`src/rtl/core/char_lcd_nibble_write_sequencer_macros.svh`:
```
// Assertion macros shared by the queue and back-end modules.
`ifndef CHAR_LCD_NIBBLE_WRITE_SEQUENCER_MACROS_SVH
`define CHAR_LCD_NIBBLE_WRITE_SEQUENCER_MACROS_SVH

`ifndef SYNTHESIS

// Same-cycle implication, checked outside reset.
`define LCDNS_ASSERT_NOW(lbl, clk, rst_n, ante, cons) \
	lbl: assert property (@(posedge clk) disable iff (!rst_n) (ante) |-> (cons)) \
		else $error("assertion failed");

// Next-cycle implication, checked outside reset.
`define LCDNS_ASSERT_NEXT(lbl, clk, rst_n, ante, cons) \
	lbl: assert property (@(posedge clk) disable iff (!rst_n) (ante) |=> (cons)) \
		else $error("assertion failed");

`else

`define LCDNS_ASSERT_NOW(lbl, clk, rst_n, ante, cons)
`define LCDNS_ASSERT_NEXT(lbl, clk, rst_n, ante, cons)

`endif

`endif

```
`src/rtl/core/lcdns_pkg.sv`:
```
`timescale 1ns / 1ps
`default_nettype none

package lcdns_pkg;

	// Request function codes.
	localparam logic [1:0] FUNC_COMMAND = 2'd0;
	localparam logic [1:0] FUNC_CHAR    = 2'd1;
	localparam logic [1:0] FUNC_CURSOR  = 2'd2;
	localparam logic [1:0] FUNC_POWERUP = 2'd3;

	// Configuration register indexes.
	localparam logic [1:0] REG_POWER_ON_WAIT = 2'd0;
	localparam logic [1:0] REG_ENABLE_HIGH   = 2'd1;
	localparam logic [1:0] REG_ENABLE_LOW    = 2'd2;
	localparam logic [1:0] REG_DATA_SETUP    = 2'd3;

	// Reset values of the timing registers, in milliseconds.
	localparam logic [7:0] RST_POWER_ON_WAIT = 8'd20;
	localparam logic [7:0] RST_ENABLE_HIGH   = 8'd1;
	localparam logic [7:0] RST_ENABLE_LOW    = 8'd1;
	localparam logic [7:0] RST_DATA_SETUP    = 8'd1;

	// Pulse counter: a power-up request sends six bytes, twelve pulses.
	localparam int unsigned POWERUP_BYTES = 6;
	localparam int unsigned STEP_W = $clog2(2 * POWERUP_BYTES);
	localparam logic [STEP_W-1:0] LAST_POWERUP_STEP = STEP_W'(2 * POWERUP_BYTES - 1);

	// Cursor addressing command bit.
	localparam logic CURSOR_CMD_BIT = 1'b1;

	// Queue between front and back.
	localparam int unsigned QUEUE_DEPTH = 2;
	localparam int unsigned QPTR_W = $clog2(QUEUE_DEPTH);
	localparam int unsigned QCNT_W = $clog2(QUEUE_DEPTH + 1);

	typedef enum logic [1:0] {
		DESC_INSTR = 2'd0,
		DESC_DATA  = 2'd1,
		DESC_POWERUP = 2'd2
	} lcdns_kind_t;

	// One classified request as the back end carries it out.
	typedef struct packed {
		lcdns_kind_t kind;
		logic [7:0]  cmd_byte;
	} lcdns_desc_t;

	// Front to queue push request.
	typedef struct packed {
		logic        valid;
		lcdns_desc_t desc;
	} lcdns_push_t;

	// Queue occupancy seen by both sides.
	typedef struct packed {
		logic full;
		logic empty;
	} lcdns_qstat_t;

	// Power-up command bytes in the order they are sent.
	function automatic logic [7:0] powerup_cmd(input logic [STEP_W-2:0] idx);
		logic [7:0] cmd;
		unique case (idx)
			3'd0: cmd = 8'h33;
			3'd1: cmd = 8'h32;
			3'd2: cmd = 8'h28;
			3'd3: cmd = 8'h0C;
			3'd4: cmd = 8'h06;
			3'd5: cmd = 8'h01;
			default: cmd = 8'h00;
		endcase
		return cmd;
	endfunction

endpackage

`default_nettype wire

```
`src/rtl/core/lcdns_front.sv`:
```
`timescale 1ns / 1ps
`default_nettype none

module lcdns_front (
	input  wire logic                 clk,
	input  wire logic                 arst_n,
	input  wire logic                 s_axis_tvalid,
	output logic                      s_axis_tready,
	// Fields from bit 0: func[1:0], byte_value[9:2], row[10], col[16:11], zero fill.
	input  wire logic [23:0]          s_axis_tdata,
	output lcdns_pkg::lcdns_push_t    push,
	input  wire lcdns_pkg::lcdns_qstat_t qstat
);

	logic [1:0] func;
	logic [7:0] byte_value;
	logic       row;
	logic [5:0] col;
	logic       accept;
	logic       push_ok;
	logic       valid_s1;
	lcdns_pkg::lcdns_desc_t desc_next;
	lcdns_pkg::lcdns_desc_t desc_s1;

	assign func       = s_axis_tdata[1:0];
	assign byte_value = s_axis_tdata[9:2];
	assign row        = s_axis_tdata[10];
	assign col        = s_axis_tdata[16:11];

	// The stage register frees up whenever the queue takes its item.
	assign push_ok       = valid_s1 && !qstat.full;
	assign s_axis_tready = !valid_s1 || push_ok;
	assign accept        = s_axis_tvalid && s_axis_tready;

	// Classify the request. A cursor address has bit 6 set exactly for row 1,
	// since the column never reaches 64.
	always_comb begin
		desc_next.cmd_byte = byte_value;
		unique case (func)
			lcdns_pkg::FUNC_COMMAND: begin
				desc_next.kind = lcdns_pkg::DESC_INSTR;
			end
			lcdns_pkg::FUNC_CHAR: begin
				desc_next.kind = lcdns_pkg::DESC_DATA;
			end
			lcdns_pkg::FUNC_CURSOR: begin
				desc_next.kind     = lcdns_pkg::DESC_INSTR;
				desc_next.cmd_byte = {lcdns_pkg::CURSOR_CMD_BIT, row, col};
			end
			lcdns_pkg::FUNC_POWERUP: begin
				desc_next.kind = lcdns_pkg::DESC_POWERUP;
			end
		endcase
	end

	// Stage valid.
	always_ff @(posedge clk or negedge arst_n) begin
		if (!arst_n) begin
			valid_s1 <= 1'b0;
		end else if (accept) begin
			valid_s1 <= 1'b1;
		end else if (push_ok) begin
			valid_s1 <= 1'b0;
		end
	end

	// Stage payload.
	always_ff @(posedge clk) begin
		if (accept) begin
			desc_s1 <= desc_next;
		end
	end

	assign push.valid = valid_s1;
	assign push.desc  = desc_s1;

endmodule

`default_nettype wire

```
`src/rtl/core/lcdns_queue.sv`:
```
`timescale 1ns / 1ps
`default_nettype none

`include "char_lcd_nibble_write_sequencer_macros.svh"

module lcdns_queue (
	input  wire logic                   clk,
	input  wire logic                   arst_n,
	input  wire lcdns_pkg::lcdns_push_t push,
	input  wire logic                   pop,
	output lcdns_pkg::lcdns_desc_t      head,
	output lcdns_pkg::lcdns_qstat_t     qstat
);

	lcdns_pkg::lcdns_desc_t mem_q [lcdns_pkg::QUEUE_DEPTH];
	logic [lcdns_pkg::QPTR_W-1:0] wr_ptr_q;
	logic [lcdns_pkg::QPTR_W-1:0] rd_ptr_q;
	logic [lcdns_pkg::QCNT_W-1:0] count_q;
	logic                         do_push;

	assign qstat.full  = (count_q == lcdns_pkg::QCNT_W'(lcdns_pkg::QUEUE_DEPTH));
	assign qstat.empty = (count_q == '0);
	assign do_push     = push.valid && !qstat.full;
	assign head        = mem_q[rd_ptr_q];

	// Pointers and fill count.
	always_ff @(posedge clk or negedge arst_n) begin
		if (!arst_n) begin
			wr_ptr_q <= '0;
			rd_ptr_q <= '0;
			count_q  <= '0;
		end else begin
			if (do_push) begin
				wr_ptr_q <= wr_ptr_q + 1'b1;
			end
			if (pop) begin
				rd_ptr_q <= rd_ptr_q + 1'b1;
			end
			if (do_push && !pop) begin
				count_q <= count_q + 1'b1;
			end else if (pop && !do_push) begin
				count_q <= count_q - 1'b1;
			end
		end
	end

	// Entry storage.
	always_ff @(posedge clk) begin
		if (do_push) begin
			mem_q[wr_ptr_q] <= push.desc;
		end
	end

	`LCDNS_ASSERT_NOW(a_pop_not_empty, clk, arst_n, pop, !qstat.empty)
	`LCDNS_ASSERT_NOW(a_count_in_range, clk, arst_n, 1'b1, count_q <= lcdns_pkg::QCNT_W'(lcdns_pkg::QUEUE_DEPTH))
	`LCDNS_ASSERT_NEXT(a_push_lands, clk, arst_n, do_push && !pop, !qstat.empty)

endmodule

`default_nettype wire

```
`src/rtl/core/lcdns_back.sv`:
```
`timescale 1ns / 1ps
`default_nettype none

`include "char_lcd_nibble_write_sequencer_macros.svh"

module lcdns_back (
	input  wire logic                    clk,
	input  wire logic                    arst_n,
	input  wire logic                    cfg_we,
	input  wire logic [1:0]              cfg_index,
	input  wire logic [7:0]              cfg_wdata,
	input  wire lcdns_pkg::lcdns_desc_t  head,
	input  wire lcdns_pkg::lcdns_qstat_t qstat,
	output logic                         pop,
	output logic                         m_axis_tvalid,
	input  wire logic                    m_axis_tready,
	// Fields from bit 0: nibble[3:0], setup_time[11:4], high_time[19:12],
	// low_time[27:20], zero fill.
	output logic [31:0]                  m_axis_tdata,
	output logic                         m_axis_tlast,
	// Fields from bit 0: register_select[0].
	output logic                         m_axis_tuser
);

	logic [7:0] power_on_wait_q;
	logic [7:0] enable_high_q;
	logic [7:0] enable_low_q;
	logic [7:0] data_setup_q;

	logic                             cur_valid_q;
	lcdns_pkg::lcdns_desc_t           cur_q;
	logic [lcdns_pkg::STEP_W-1:0]     step_q;

	logic                             out_adv;
	logic                             fire;
	logic                             is_last;
	logic                             load;
	logic [7:0]                       cur_byte;
	logic [3:0]                       nibble;
	logic [7:0]                       setup_time;
	logic                             rs;

	logic                             m_valid_q;
	logic [3:0]                       nibble_q;
	logic [7:0]                       setup_q;
	logic [7:0]                       high_q;
	logic [7:0]                       low_q;
	logic                             last_q;
	logic                             rs_q;

	// Timing registers.
	always_ff @(posedge clk or negedge arst_n) begin
		if (!arst_n) begin
			power_on_wait_q <= lcdns_pkg::RST_POWER_ON_WAIT;
			enable_high_q   <= lcdns_pkg::RST_ENABLE_HIGH;
			enable_low_q    <= lcdns_pkg::RST_ENABLE_LOW;
			data_setup_q    <= lcdns_pkg::RST_DATA_SETUP;
		end else if (cfg_we) begin
			unique case (cfg_index)
				lcdns_pkg::REG_POWER_ON_WAIT: power_on_wait_q <= cfg_wdata;
				lcdns_pkg::REG_ENABLE_HIGH:   enable_high_q   <= cfg_wdata;
				lcdns_pkg::REG_ENABLE_LOW:    enable_low_q    <= cfg_wdata;
				lcdns_pkg::REG_DATA_SETUP:    data_setup_q    <= cfg_wdata;
			endcase
		end
	end

	// Pulse decode for the current step: even steps carry the high nibble.
	always_comb begin
		is_last    = cur_q.kind == lcdns_pkg::DESC_POWERUP ?
			(step_q == lcdns_pkg::LAST_POWERUP_STEP) : step_q[0];
		cur_byte   = cur_q.kind == lcdns_pkg::DESC_POWERUP ?
			lcdns_pkg::powerup_cmd(step_q[lcdns_pkg::STEP_W-1:1]) : cur_q.cmd_byte;
		nibble     = step_q[0] ? cur_byte[3:0] : cur_byte[7:4];
		rs         = 1'b0;
		setup_time = 8'd0;
		unique case (cur_q.kind)
			lcdns_pkg::DESC_DATA: begin
				rs         = 1'b1;
				setup_time = data_setup_q;
			end
			lcdns_pkg::DESC_POWERUP: begin
				if (step_q == '0) begin
					setup_time = power_on_wait_q;
				end
			end
			default: begin
				setup_time = 8'd0;
			end
		endcase
	end

	// One pulse per cycle while the output register can take it; the next
	// request is loaded as the last pulse of the current one leaves.
	assign out_adv = !m_valid_q || m_axis_tready;
	assign fire    = cur_valid_q && out_adv;
	assign load    = !cur_valid_q || (fire && is_last);
	assign pop     = load && !qstat.empty;

	always_ff @(posedge clk or negedge arst_n) begin
		if (!arst_n) begin
			cur_valid_q <= 1'b0;
			step_q      <= '0;
		end else begin
			if (load) begin
				cur_valid_q <= !qstat.empty;
			end
			if (pop) begin
				step_q <= '0;
			end else if (fire) begin
				step_q <= step_q + 1'b1;
			end
		end
	end

	always_ff @(posedge clk) begin
		if (pop) begin
			cur_q <= head;
		end
	end

	// Output register.
	always_ff @(posedge clk or negedge arst_n) begin
		if (!arst_n) begin
			m_valid_q <= 1'b0;
		end else if (fire) begin
			m_valid_q <= 1'b1;
		end else if (m_axis_tready) begin
			m_valid_q <= 1'b0;
		end
	end

	always_ff @(posedge clk) begin
		if (fire) begin
			nibble_q <= nibble;
			setup_q  <= setup_time;
			high_q   <= enable_high_q;
			low_q    <= enable_low_q;
			last_q   <= is_last;
			rs_q     <= rs;
		end
	end

	assign m_axis_tvalid = m_valid_q;
	assign m_axis_tdata  = {4'd0, low_q, high_q, setup_q, nibble_q};
	assign m_axis_tlast  = last_q;
	assign m_axis_tuser  = rs_q;

	`LCDNS_ASSERT_NOW(a_byte_step_range, clk, arst_n, cur_valid_q && cur_q.kind != lcdns_pkg::DESC_POWERUP, step_q <= lcdns_pkg::STEP_W'(1))
	`LCDNS_ASSERT_NOW(a_powerup_step_range, clk, arst_n, cur_valid_q, step_q <= lcdns_pkg::LAST_POWERUP_STEP)
	`LCDNS_ASSERT_NEXT(a_drain_to_idle, clk, arst_n, fire && is_last && qstat.empty, !cur_valid_q)
	`LCDNS_ASSERT_NEXT(a_fire_shows, clk, arst_n, fire, m_valid_q)

endmodule

`default_nettype wire

```
`src/rtl/core/char_lcd_nibble_write_sequencer.sv`:
```
// A request passes the front-end stage register, the queue and the current-request register
// on its way to the output register. The back end sends one pulse per cycle while the output
// is not stalled: two for a command, character or cursor request, twelve for a power-up.
// The input side takes a request every cycle until the two-entry queue fills.
// Reset (arst_n low, asynchronous) empties the pipeline and loads the timing defaults.
`timescale 1ns / 1ps
`default_nettype none

module char_lcd_nibble_write_sequencer (
	input  wire logic        clk,
	input  wire logic        arst_n,
	input  wire logic        cfg_we,
	input  wire logic [1:0]  cfg_index,
	input  wire logic [7:0]  cfg_wdata,
	input  wire logic        s_axis_tvalid,
	output logic             s_axis_tready,
	// Fields from bit 0: func[1:0], byte_value[9:2], row[10], col[16:11], zero fill.
	input  wire logic [23:0] s_axis_tdata,
	output logic             m_axis_tvalid,
	input  wire logic        m_axis_tready,
	// Fields from bit 0: nibble[3:0], setup_time[11:4], high_time[19:12],
	// low_time[27:20], zero fill.
	output logic [31:0]      m_axis_tdata,
	output logic             m_axis_tlast,
	// Fields from bit 0: register_select[0].
	output logic             m_axis_tuser
);

	lcdns_pkg::lcdns_push_t  push;
	lcdns_pkg::lcdns_qstat_t qstat;
	lcdns_pkg::lcdns_desc_t  head;
	logic                    pop;

	lcdns_front u_front (
		.clk           (clk),
		.arst_n        (arst_n),
		.s_axis_tvalid (s_axis_tvalid),
		.s_axis_tready (s_axis_tready),
		.s_axis_tdata  (s_axis_tdata),
		.push          (push),
		.qstat         (qstat)
	);

	lcdns_queue u_queue (
		.clk    (clk),
		.arst_n (arst_n),
		.push   (push),
		.pop    (pop),
		.head   (head),
		.qstat  (qstat)
	);

	lcdns_back u_back (
		.clk           (clk),
		.arst_n        (arst_n),
		.cfg_we        (cfg_we),
		.cfg_index     (cfg_index),
		.cfg_wdata     (cfg_wdata),
		.head          (head),
		.qstat         (qstat),
		.pop           (pop),
		.m_axis_tvalid (m_axis_tvalid),
		.m_axis_tready (m_axis_tready),
		.m_axis_tdata  (m_axis_tdata),
		.m_axis_tlast  (m_axis_tlast),
		.m_axis_tuser  (m_axis_tuser)
	);

endmodule

`default_nettype wire

```
`config.mk`:
```
export PLATFORM = sky130hd
export DESIGN_NAME = char_lcd_nibble_write_sequencer
export DESIGN_NICKNAME = d
export VERILOG_FILES = /design/src/rtl/core/lcdns_pkg.sv /design/src/rtl/core/lcdns_front.sv /design/src/rtl/core/lcdns_queue.sv /design/src/rtl/core/lcdns_back.sv /design/src/rtl/core/char_lcd_nibble_write_sequencer.sv
export VERILOG_INCLUDE_DIRS = /design/src /design/src/rtl/core
export SDC_FILE = /design/constraint.sdc
export NUM_CORES = 1
export LEC_CHECK = 0
export ABC_AREA = 1
export BUFFER_PORTS_ARGS = -buffer_cell sky130_fd_sc_hd__buf_4
export CORE_ASPECT_RATIO = 0.8
export CORE_MARGIN = 2
export CORE_UTILIZATION = 60
export CTS_CLUSTER_DIAMETER = 100
export DETAILED_ROUTE_END_ITERATION = 16
export PLACE_DENSITY = 0.84
export SETUP_SLACK_MARGIN = 0.3
export SLEW_MARGIN = 5
export SYNTH_ARGS = -nofsm -noshare
export SYNTH_HDL_FRONTEND = slang
export SYNTH_HIERARCHICAL = 1
export SYNTH_SLANG_ARGS = --single-unit
```
`constraint.sdc`:
```
create_clock -name clk -period 6.75 [get_ports clk]
set_input_delay 0.675 -clock clk [delete_from_list [all_inputs] [get_ports clk]]
set_output_delay 0.675 -clock clk [all_outputs]
set_load 0.01 [all_outputs]
```
==> flow_metrics.py, run 1 <==
metrics = {
    "run_status": {
        "status": "complete, no violations",
    },
    "pwr": {
        "p_leak_nw": 2.52,
        "powerDensity_nw_per_um2": 489,
        "p_total_w": 0.00280,
        "vdd_drop_max_mv": 0.270,
    },
    "clocking": {
        "root_buffer": "clkbuf_8",
        "cts_resized": 0,
        "cts.path.max_buffers": 2,
        "cts_sinks": 113,
        "holdBufCountCts": 0,
        "clk_pin_slew_ns": 0.06,
        "htree_num_levels": 4,
        "tritoncts": "done",
        "insertion_delay_ns": 0.51,
        "cts-buffers-inserted": 17,
        "post-cts-setup-buffer-count": 0,
    },
    "critical_path": {
        "crit_path_start": "u_back/cur_q[8]$_DFFE_PN_",
        "arrival_ns": 3.01,
        "rr_startpoint": "u_back/cur_q[8]$_DFFE_PN_",
        "path_common_cell": "inv_1",
        "rrSetupSlack_ns": 4.14,
        "max_stage_delay_ns": 0.63,
        "end_kind": "register",
        "worstPathRequired_ns": 7.16,
        "start_kind": "register",
        "critPathKind": "reg2reg",
        "worstPathCellList": "inv_1, ha_1, nor2_4, nor2_2, nand3_2, a21oi_1, buf_4, inv_1, ha_1, inv_1, nand3_1, nand2_1, nand2_1",
        "r2r_cells": 13,
        "endpoint": "u_queue/count_q[1]$_DFFE_PN0P_",
        "reg2reg_to": "u_queue/count_q[1]$_DFFE_PN0P_",
        "cp_max_fo": 18,
        "cp_slowest_cell": "ha_1",
    },
    "floorplan": {
        "dieWidth_um": 102,
        "fp.coreArea_um2": 7460,
        "die-area_um2": 8460,
        "rows": 28,
        "io_pins": 75,
        "start_util_pct": 62.2,
        "die_y_um": 82.7,
    },
    "detailed_routing": {
        "drt-met1-wl_um": 3580,
        "drtIter0Drc": 240,
        "drc": 0,
        "routed-wl-met3_um": 614,
        "wl_met2_um": 4410,
        "firstDrtPassIters": 7,
        "wirelength_um": 8770,
        "routedWlPerCell_um": 15.7,
        "antenna_left": 0,
        "num_vias": 3013,
        "routed.top_layer": "met4",
        "vias_per_cell": 5.38,
    },
    "synthesis": {
        "synth_seq_cells": 113,
        "netlist_instances": 372,
        "yosysTopAreaCell": "edfxtp_1",
        "async_reset_ff_share_pct": 38.1,
        "syn_area_um2": 4640,
        "synth-edff-count": 70,
        "syn_avg_cell_area_um2": 12.5,
        "ys_seq_area_share_pct": 68.6,
        "ys_types": 31,
        "synth_top_cell_area_share_pct": 45.3,
        "ys_top_cells_by_count": "nand2_1, edfxtp_1, dfrtp_1",
        "ys.flop_type": "edfxtp_1",
        "yosys_warnings": 6,
        "yosysMostFrequentCell": "nand2_1",
        "synth.area.top_cells": "edfxtp_1, dfrtp_1, nand2_1",
    },
    "hold_path": {
        "hp-class": "in2async",
    },
    "timing": {
        "hold_viol": 0,
        "finalCriticalPeriod_ns": 2.61,
        "worst_slew_pin_slew_ns": 0.898,
        "min_period_over_period_pct": 38.6,
        "relSlewSlack_pct": 40.1,
        "setup_tns_ns": 0,
        "whs_ns": 0.147,
        "setup_slack_ns": 4.14,
        "setup-violations-final": 0,
        "finClkSkew_ns": 0.0166,
        "rsz0062_at_grt": "no",
        "fmax_ghz": 0.383,
        "slew_violations": 0,
    },
    "placed_design": {
        "routabilityCongestion": 0.821,
        "hpwl_um": 5450,
        "place_ws_ns": 4.23,
        "portBuffers": 63,
    },
    "finish": {
        "areaGrowthSynthToFinish_pct": 23.5,
        "layout.nets": 486,
        "antenna_cells": 0,
        "drive_gt1_share_pct": 31.2,
        "fin_util_pct": 76.8,
    },
    "job": {
        "cap_violations": 0,
    },
    "grt": {
        "grt_first_pass_wirelength_um": 13900,
        "grt_pass1_vias": 2852,
        "grt_overflow": 0,
        "track_usage_pct": 22.6,
        "antenna_found_initial": 0,
        "grt_max_degree": 44,
    },
}
==> worst min-delay path by stage <==
stage	start	to	cells past startpoint
floorplan	arst_n	u_back/cur_valid_q$_DFFE_PN0N_	0
global placement	u_front/push[0]$_DFFE_PP_	u_queue/mem_q[0][0]$_DFFE_PP_	0
detailed placement	u_back/enable_high_q[2]$_DFFE_PN0P_	u_back/high_q[2]$_DFFE_PP_	0
CTS	arst_n	u_back/enable_high_q[4]$_DFFE_PN0P_	1
global route	arst_n	u_back/enable_high_q[2]$_DFFE_PN0P_	1
finish	arst_n	u_back/enable_high_q[2]$_DFFE_PN0P_	1
==> metal layers <==
layer	GRT usage [%]	vias to the layer above
met3	7.58	20
met1	28.1	1442
met2	36.1	148
met5	0	-
met4	11.1	0
li1	-	1403
==> worst max-delay path: cells and delay by family, from the launching register on <==
kind	cells	cell delay, ns
and+or+nand+nor	6	0.55
adders and majority gates	2	0.95
AOI/OAI and AO/OA	1	0.17
DFF	1	0.39
buffers and inverters	4	0.45
==> logic make-up (layout without fill, tap and decap cells) <==
kind of cell               after synthesis  count (layout)  share of synthesized area [%]
and+or+nand+nor                        131             131                           13.0
DFF                                    113             113                           68.6
AOI/OAI and AO/OA                       57              57                           7.28
buffers and inverters                   52             132                           5.91
muxes                                   10              10                           3.16
adders and majority gates                5               5                           1.35
xor gates and xnor gates                 3               3                          0.566
other                                    1               4                         0.0808
==> layout by cell type, fill, tap and decap left out, types with 9 or more instances in the layout <==
master | synthesis | final
o21ai_2 | 11 | 11
edfxtp_1 | 70 | 70
dfrtp_1 | 38 | 38
clkbuf_16 | 0 | 16
a21oi_1 | 13 | 13
nand3_1 | 21 | 21
mux2_4 | 9 | 9
nand2_1 | 85 | 85
inv_1 | 31 | 31
buf_4 | 7 | 64
o21ai_1 | 21 | 21
==> area by class of cell <==
type | instances | area (um2)
Inverter | 36 | 135
Sequential cell | 113 | 3180
Timing Repair Buffer | 64 | 480
Fill cell | 426 | 1730
Clock inverter | 14 | 188
Multi-Input combinational cell | 210 | 1190
Clock buffer | 18 | 418
Tap cell | 105 | 131
==> through the flow <==
step / area, um2 / instances
detailed placement: 5120 / 528
finish: 5730 / 560
global route: 5730 / 560
global placement: 5120 / 528
CTS: 5730 / 560
floorplan: 4650 / 375
==> where the power goes <==
group	internal, W	switching (W)	total, W
logic	0.000301	0.000434	0.000735
clock network	0.000598	0.000307	0.000905
registers	0.00104	0.000125	0.00116
==> state kept, by name, summed over array words and instances, names as in the netlist, 2 cells and up <==
register and cells:
u_back/enable_high_q 8, u_back/low_q 8, u_back/enable_low_q 8, u_back/step_q 4, u_queue/mem_q 20, u_back/nibble_q 4, u_front/push 10, u_back/cur_q 10
u_back/data_setup_q 8, u_back/setup_q 8, u_queue/count_q 2, u_back/high_q 8, u_back/power_on_wait_q 8
Power figures use the tool's default switching activity.
==> run 2: changes to the inputs <==
Settings changed: ABC_AREA 1 to 0, CORE_UTILIZATION 60 to 56, PLACE_DENSITY 0.84 to 0.79.
Clock period 6.75 ns to 2.5 ns, I/O delays scaled along.
==> run 2 against run 1 <==
Design area up 2.1%; sequential cell count unchanged; fmax up 32%; cell count is 14% lower; critical path depth decreased by 3; highest routed layer unchanged; synthesized area is 0.81% lower.
==> flow_metrics.py, run 2 <==
metrics = {
    "grt": {
        "grt_max_degree": 44,
        "grt_overflow": 0,
        "track_usage_pct": 19.5,
        "grt_pass1_vias": 2617,
        "grt_first_pass_wirelength_um": 13000,
        "antenna_found_initial": 0,
    },
    "critical_path": {
        "reg2reg_to": "u_queue/count_q[1]$_DFFE_PN0P_",
        "cp_slowest_cell": "edfxtp_1",
        "end_kind": "register",
        "start_kind": "register",
        "worstPathRequired_ns": 2.92,
        "rrSetupSlack_ns": 0.52,
        "critPathKind": "reg2reg",
        "arrival_ns": 2.40,
        "rr_startpoint": "u_back/cur_q[8]$_DFFE_PN_",
        "crit_buf_inv": 2,
        "max_stage_delay_ns": 0.39,
        "crit_family": "adder cells",
        "worstPathCellList": "inv_1, ha_4, nand4b_1, a21oi_1, o21ba_2, inv_1, ha_1, xor2_1, nor2_1, xor2_1",
        "r2r_cells": 10,
        "cp_max_fo": 11,
    },
    "finish": {
        "final_common_cell": "edfxtp_1",
        "largest_reg_flops": 20,
        "largest-register": "u_queue/mem_q",
        "drive_gt1_share_pct": 43.9,
        "layout.nets": 402,
        "final_cell_mix": "edfxtp_1, buf_4, dfrtp_1, mux2_2",
        "register_area_um2": 3190,
        "final_cell_area_um2": 5850,
        "n_fill_cell": 462,
        "antenna_cells": 0,
        "multi_input_comb_area_um2": 1310,
        "areaGrowthSynthToFinish_pct": 27.1,
    },
    "floorplan": {
        "die-area_um2": 8960,
        "start_util_pct": 57.9,
        "die_y_um": 85.1,
        "io_pins": 75,
        "rows": 29,
        "dieWidth_um": 105,
        "fp.coreArea_um2": 7950,
    },
    "hold_path": {
        "hold_path_depth": 2,
        "min_to": "u_back/enable_high_q[4]$_DFFE_PN0P_",
        "hp-start": "cfg_wdata[4]",
        "hp-class": "in2reg",
    },
    "job": {
        "cap_violations": 0,
    },
    "placed_design": {
        "routabilityCongestion": 0.894,
        "hpwl_um": 5060,
        "place_area_um2": 5150,
        "portBuffers": 63,
    },
    "synthesis": {
        "synth_top_cell_area_share_pct": 45.7,
        "synth.area.top_cells": "edfxtp_1, dfrtp_1, mux2_2",
        "ys.flop_type": "edfxtp_1",
        "yosysMostFrequentCell": "edfxtp_1",
        "ys_seq_area_share_pct": 69.2,
        "synth_xor_area_share_pct": 1.31,
        "yosysTopAreaCell": "edfxtp_1",
        "yosys.area_share.adder_pct": 1.36,
        "async_reset_ff_share_pct": 38.1,
        "ys_top_cells_by_count": "edfxtp_1, dfrtp_1, mux2_2",
        "synth_seq_cells": 113,
        "yosys_warnings": 6,
        "netlist_instances": 280,
        "ys_types": 50,
        "syn_avg_cell_area_um2": 16.4,
        "synthSimpleGateAreaFrac_pct": 6.42,
        "synth_top_family_by_area": "multiplexers",
        "synth-compound-area-share_pct": 4.62,
        "syn_area_um2": 4600,
        "synth-edff-count": 70,
        "synth_mux_area_share_pct": 14.2,
    },
    "timing": {
        "worst_slew_pin_slew_ns": 0.800,
        "finClkSkew_ns": 0.00846,
        "fmax_ghz": 0.505,
        "setup_tns_ns": 0,
        "hold_viol": 0,
        "slew_violations": 0,
        "min_period_over_period_pct": 79.2,
        "rsz0062_at_grt": "no",
        "relSlewSlack_pct": 46.4,
        "whs_ns": 0.0298,
        "finalCriticalPeriod_ns": 1.98,
        "setup-violations-final": 0,
    },
    "clocking": {
        "insertion_delay_ns": 0.50,
        "clk_pin_slew_ns": 0.06,
        "root_buffer": "clkbuf_8",
        "cts_sinks": 113,
        "htree_num_levels": 4,
        "post-cts-setup-buffer-count": 0,
        "tritoncts": "done",
        "cts.path.max_buffers": 2,
        "cts-buffers-inserted": 17,
    },
    "detailed_routing": {
        "antenna_left": 0,
        "wirelength_um": 8160,
        "vias_per_cell": 5.30,
        "drc": 0,
        "routedWlPerCell_um": 17.0,
        "num_vias": 2540,
        "firstDrtPassIters": 4,
        "drtIter0Drc": 168,
    },
    "pwr": {
        "p_seq_share_pct": 42.2,
        "clkPwrFrac_pct": 37.2,
        "p_leak_nw": 2.42,
        "p_int_w": 0.00509,
        "powerDensity_nw_per_um2": 1170,
        "vdd_drop_max_mv": 0.651,
        "p_sw_share_pct": 25.6,
        "comb_power_share_pct": 20.7,
        "p_switching_w": 0.00175,
    },
    "run_status": {
        "status": "complete, no violations",
    },
}
==> run 2: cells by family (layout without fill, tap and decap cells) <==
family / count (synthesis) / in the layout
AO/OA/AOI/OAI: 30 / 30
XOR/XNOR: 6 / 6
adder cells (fa/ha/maj): 5 / 5
buffers and inverters: 24 / 112
flip-flops: 113 / 113
multiplexers: 53 / 53
other: 1 / 4
AND/OR/NAND/NOR: 48 / 48
==> run 2: routing by layer <==
| layer | track usage [%] | part of all wire, % | vias to the layer above | wire [um] |
|---|---|---|---|---|
| met5 | 0 | 0 | - | 0 |
| met4 | 7.39 | 1.2 | 0 | 102 |
| met3 | 6.30 | 5.1 | 9 | 413 |
| met2 | 31.5 | 49 | 85 | 4030 |
| met1 | 24.8 | 44 | 1258 | 3620 |
| li1 | - | - | 1188 | - |
==> run 2: final cells by class <==
class / count / share of cell area [%]
clock buffers: 22 / 7.74
clock inverters: 10 / 3.10
inverters: 8 / 0.513
multi-input cells: 146 / 22.4
flip-flops and latches: 113 / 54.4
well taps: 108 / 2.31
repair buffers: 72 / 9.45
==> run 2: stage by stage <==
step	total power, W	util, %	worst slack [ns]	cells
after floorplan	0.00379	-	0.446	283
after global placement	0.00420	64.8	0.488	442
after detailed placement	0.00427	64.8	0.422	442
after CTS	0.00687	73.5	0.386	479
after global routing	0.00715	73.6	0.357	479
final	0.00684	73.6	0.520	479
==> run 2: worst max path at each step <==
stage | endpoint | slack (ns) | from | cells past startpoint
floorplan | u_queue/count_q[1]$_DFFE_PN0P_ | 0.45 | u_back/cur_q[8]$_DFFE_PN_ | 10
global placement | u_queue/count_q[1]$_DFFE_PN0P_ | 0.49 | u_back/cur_q[8]$_DFFE_PN_ | 9
detailed placement | u_queue/count_q[1]$_DFFE_PN0P_ | 0.42 | u_back/cur_q[8]$_DFFE_PN_ | 9
CTS | u_queue/count_q[1]$_DFFE_PN0P_ | 0.39 | u_back/cur_q[8]$_DFFE_PN_ | 9
global route | u_queue/count_q[1]$_DFFE_PN0P_ | 0.36 | u_back/cur_q[8]$_DFFE_PN_ | 9
finish | u_queue/count_q[1]$_DFFE_PN0P_ | 0.52 | u_back/cur_q[8]$_DFFE_PN_ | 10
==> run 2: power groups by stage <==
stage	clock network [W]	registers (W)	logic, W
after detailed placement	0	0.00291	0.00136
after floorplan	0	0.00285	0.000938
after global routing	0.00269	0.00293	0.00153
after global placement	0	0.00288	0.00132
final	0.00254	0.00288	0.00141
after CTS	0.00259	0.00288	0.00140
==> run 2: what timing repair did <==
item | in CTS | in global routing
hold endpoints to repair | 44 | 0
hold buffers | 5 | 0
endpoints found under the setup margin | 0 | 1
resized for setup | 0 | 3
==> run 3: changes to the inputs <==
Clock period 2.5 ns to 1.9 ns, I/O delays scaled along.
==> run 3 against run 2 <==
Sequential cell count unchanged; design area up 7.8%; sequential power rose by 32%; cell count rose by 9.6%; highest routed layer unchanged; total power is 32% higher; worst setup slack got worse by 0.58 ns; clock power is 4% higher; clock skew increased by 0.0062 ns; critical path type unchanged; clock-buffer cell count increased by 2; wire length up 19%; the run now ends with negative setup slack left; largest power group unchanged.
==> flow_metrics.py, run 3 (same netlist as run 2, synthesis figures left out) <==
metrics = {
    "timing": {
        "setup-violations-final": 1,
        "min_period_over_period_pct": 103,
        "hold_viol": 0,
        "finClkSkew_ns": 0.0147,
        "slew_violations": 0,
        "finalCriticalPeriod_ns": 1.96,
        "worst_slew_pin_slew_ns": 0.656,
        "setup_slack_ns": -0.0620,
        "whs_ns": 0.0237,
        "relSlewSlack_pct": 56.3,
        "rsz0062_at_grt": "yes",
        "fmax_ghz": 0.510,
        "setup_tns_ns": -0.0620,
    },
    "finish": {
        "areaGrowthSynthToFinish_pct": 37.0,
        "final_cell_area_um2": 6300,
        "largest-register": "u_queue/mem_q",
        "multi_input_comb_area_um2": 1450,
        "layout.nets": 448,
        "largest_reg_flops": 20,
        "register_area_um2": 3180,
        "antenna_cells": 0,
        "drive_gt1_share_pct": 49.4,
        "final_cell_mix": "buf_4, edfxtp_1, dfrtp_1, mux2_2, dlygate4sd3_1",
        "n_fill_cell": 389,
        "final_common_cell": "buf_4",
    },
    "critical_path": {
        "critPathKind": "reg2reg",
        "end_kind": "register",
        "worstPathRequired_ns": 2.27,
        "rr_startpoint": "u_back/cur_q[8]$_DFFE_PN_",
        "start_kind": "register",
        "cp_max_fo": 3,
        "arrival_ns": 2.33,
        "r2r_cells": 10,
        "crit_path_start": "u_back/cur_q[8]$_DFFE_PN_",
    },
    "floorplan": {
        "io_pins": 75,
        "start_util_pct": 57.9,
        "dieWidth_um": 105,
        "die_y_um": 85.1,
        "fp.coreArea_um2": 7950,
        "die-area_um2": 8960,
        "rows": 29,
    },
    "clocking": {
        "cts-buffers-inserted": 17,
        "root_buffer": "clkbuf_8",
        "htree_num_levels": 4,
        "cts.path.max_buffers": 2,
        "insertion_delay_ns": 0.50,
        "cts_sinks": 113,
        "clk_pin_slew_ns": 0.05,
        "tritoncts": "done",
    },
    "hold_path": {
        "hold_path_depth": 2,
        "hp-class": "in2reg",
        "hp-start": "s_axis_tdata[0]",
    },
    "grt": {
        "grt_max_degree": 44,
        "grt_pass1_vias": 2841,
        "track_usage_pct": 20.6,
        "grt_first_pass_wirelength_um": 14000,
        "grt_overflow": 0,
        "antenna_found_initial": 0,
    },
    "placed_design": {
        "portBuffers": 63,
        "routabilityCongestion": 0.910,
        "hpwl_um": 5220,
        "place_area_um2": 5250,
    },
    "pwr": {
        "vdd_drop_max_mv": 0.903,
        "powerDensity_nw_per_um2": 1430,
        "p_leak_nw": 2.60,
    },
    "detailed_routing": {
        "drc": 0,
        "num_vias": 2845,
        "firstDrtPassIters": 5,
        "drtIter0Drc": 190,
        "vias_per_cell": 5.42,
        "routedWlPerCell_um": 18.5,
        "wirelength_um": 9740,
        "antenna_left": 0,
    },
    "job": {
        "cap_violations": 0,
    },
    "run_status": {
        "status": "complete, but fails checks",
        "violations": "negative setup slack",
    },
}
-- run 3: cell count changes in the layout (fill, tap and decap cells not counted), moves of 3 or more --
cell and delta:
dlygate4sd3_1 +21, buf_4 +16, a22oi_1 -8, a22oi_2 +8
buf_6 +6, bufinv_16 -5, inv_1 -4, clkbuf_1 +3
clkinv_2 +3, ha_1 -3, inv_2 +3
-- run 3: timing repair --
action | 4_1_cts | 5_1_grt
endpoints found under the hold margin | 81 | 0
pin swaps | 11 | 10
setup buffers | 5 | 12
gates resized for setup | 14 | 18
cloned | 0 | 1
endpoints found under the setup margin | 22 | 37
hold buffers | 26 | 0
-- run 3: final cells by class --
class,instances,share of cell area (%)
well taps,108,2.14
repair buffers,118,16.0
inverters,8,0.516
clock inverters,8,0.714
multi-input cells,146,22.9
clock buffers,24,7.14
flip-flops and latches,113,50.5
-- run 3: metal layers --
layer / up-vias / global-route usage [%] / share of wire, %
met2: 127 / 34.5 / 52
met5: - / 0 / 0
li1: 1282 / - / -
met1: 1415 / 25.7 / 40
met3: 21 / 5.68 / 6.0
met4: 0 / 8.48 / 2.3
-- run 3: metrics by stage --
stage / instances / total power, W / util (%) / setup slack [ns]
final: 525 / 0.00903 / 79.3 / -0.0620
after global routing: 525 / 0.00938 / 79.3 / -0.157
after CTS: 512 / 0.00859 / 76.9 / 0.145
after detailed placement: 449 / 0.00577 / 66.0 / 0.0505
after global placement: 449 / 0.00565 / 66.0 / 0.127
after floorplan: 283 / 0.00504 / - / -0.0456
-- run 3: worst max-delay path: stages (launching register included) --
cell and delay [ns]:
edfxtp_1 0.42, inv_2 0.10, ha_4 0.13, nand4b_1 0.18, a21oi_2 0.24, o21ba_4 0.16
inv_2 0.04, ha_4 0.15, xor2_1 0.17, nor2_1 0.10, xor2_1 0.16
-- run 3: final timing paths --
check	end	slack, ns
worst max register to register	u_queue/count_q[1]$_DFFE_PN0P_	-0.06
max in group asynchronous	u_back/data_setup_q[0]$_DFFE_PN1P_	1.28
worst min-delay path	u_front/push[9]$_DFFE_PP_	0.02
worst max-delay path	u_queue/count_q[1]$_DFFE_PN0P_	-0.06
worst min register to register	u_back/high_q[3]$_DFFE_PP_	0.45
min in group asynchronous	u_back/enable_high_q[7]$_DFFE_PN0P_	0.22
-- run 3: where the power goes --
part / leakage, nW / total, W / internal, W / switching (W)
Clock: 0.242 / 0.00263 / 0.00162 / 0.00101
Sequential: 1.17 / 0.00381 / 0.00343 / 0.000379
Combinational: 1.19 / 0.00259 / 0.00138 / 0.00121
Total: 2.60 / 0.00903 / 0.00643 / 0.00260
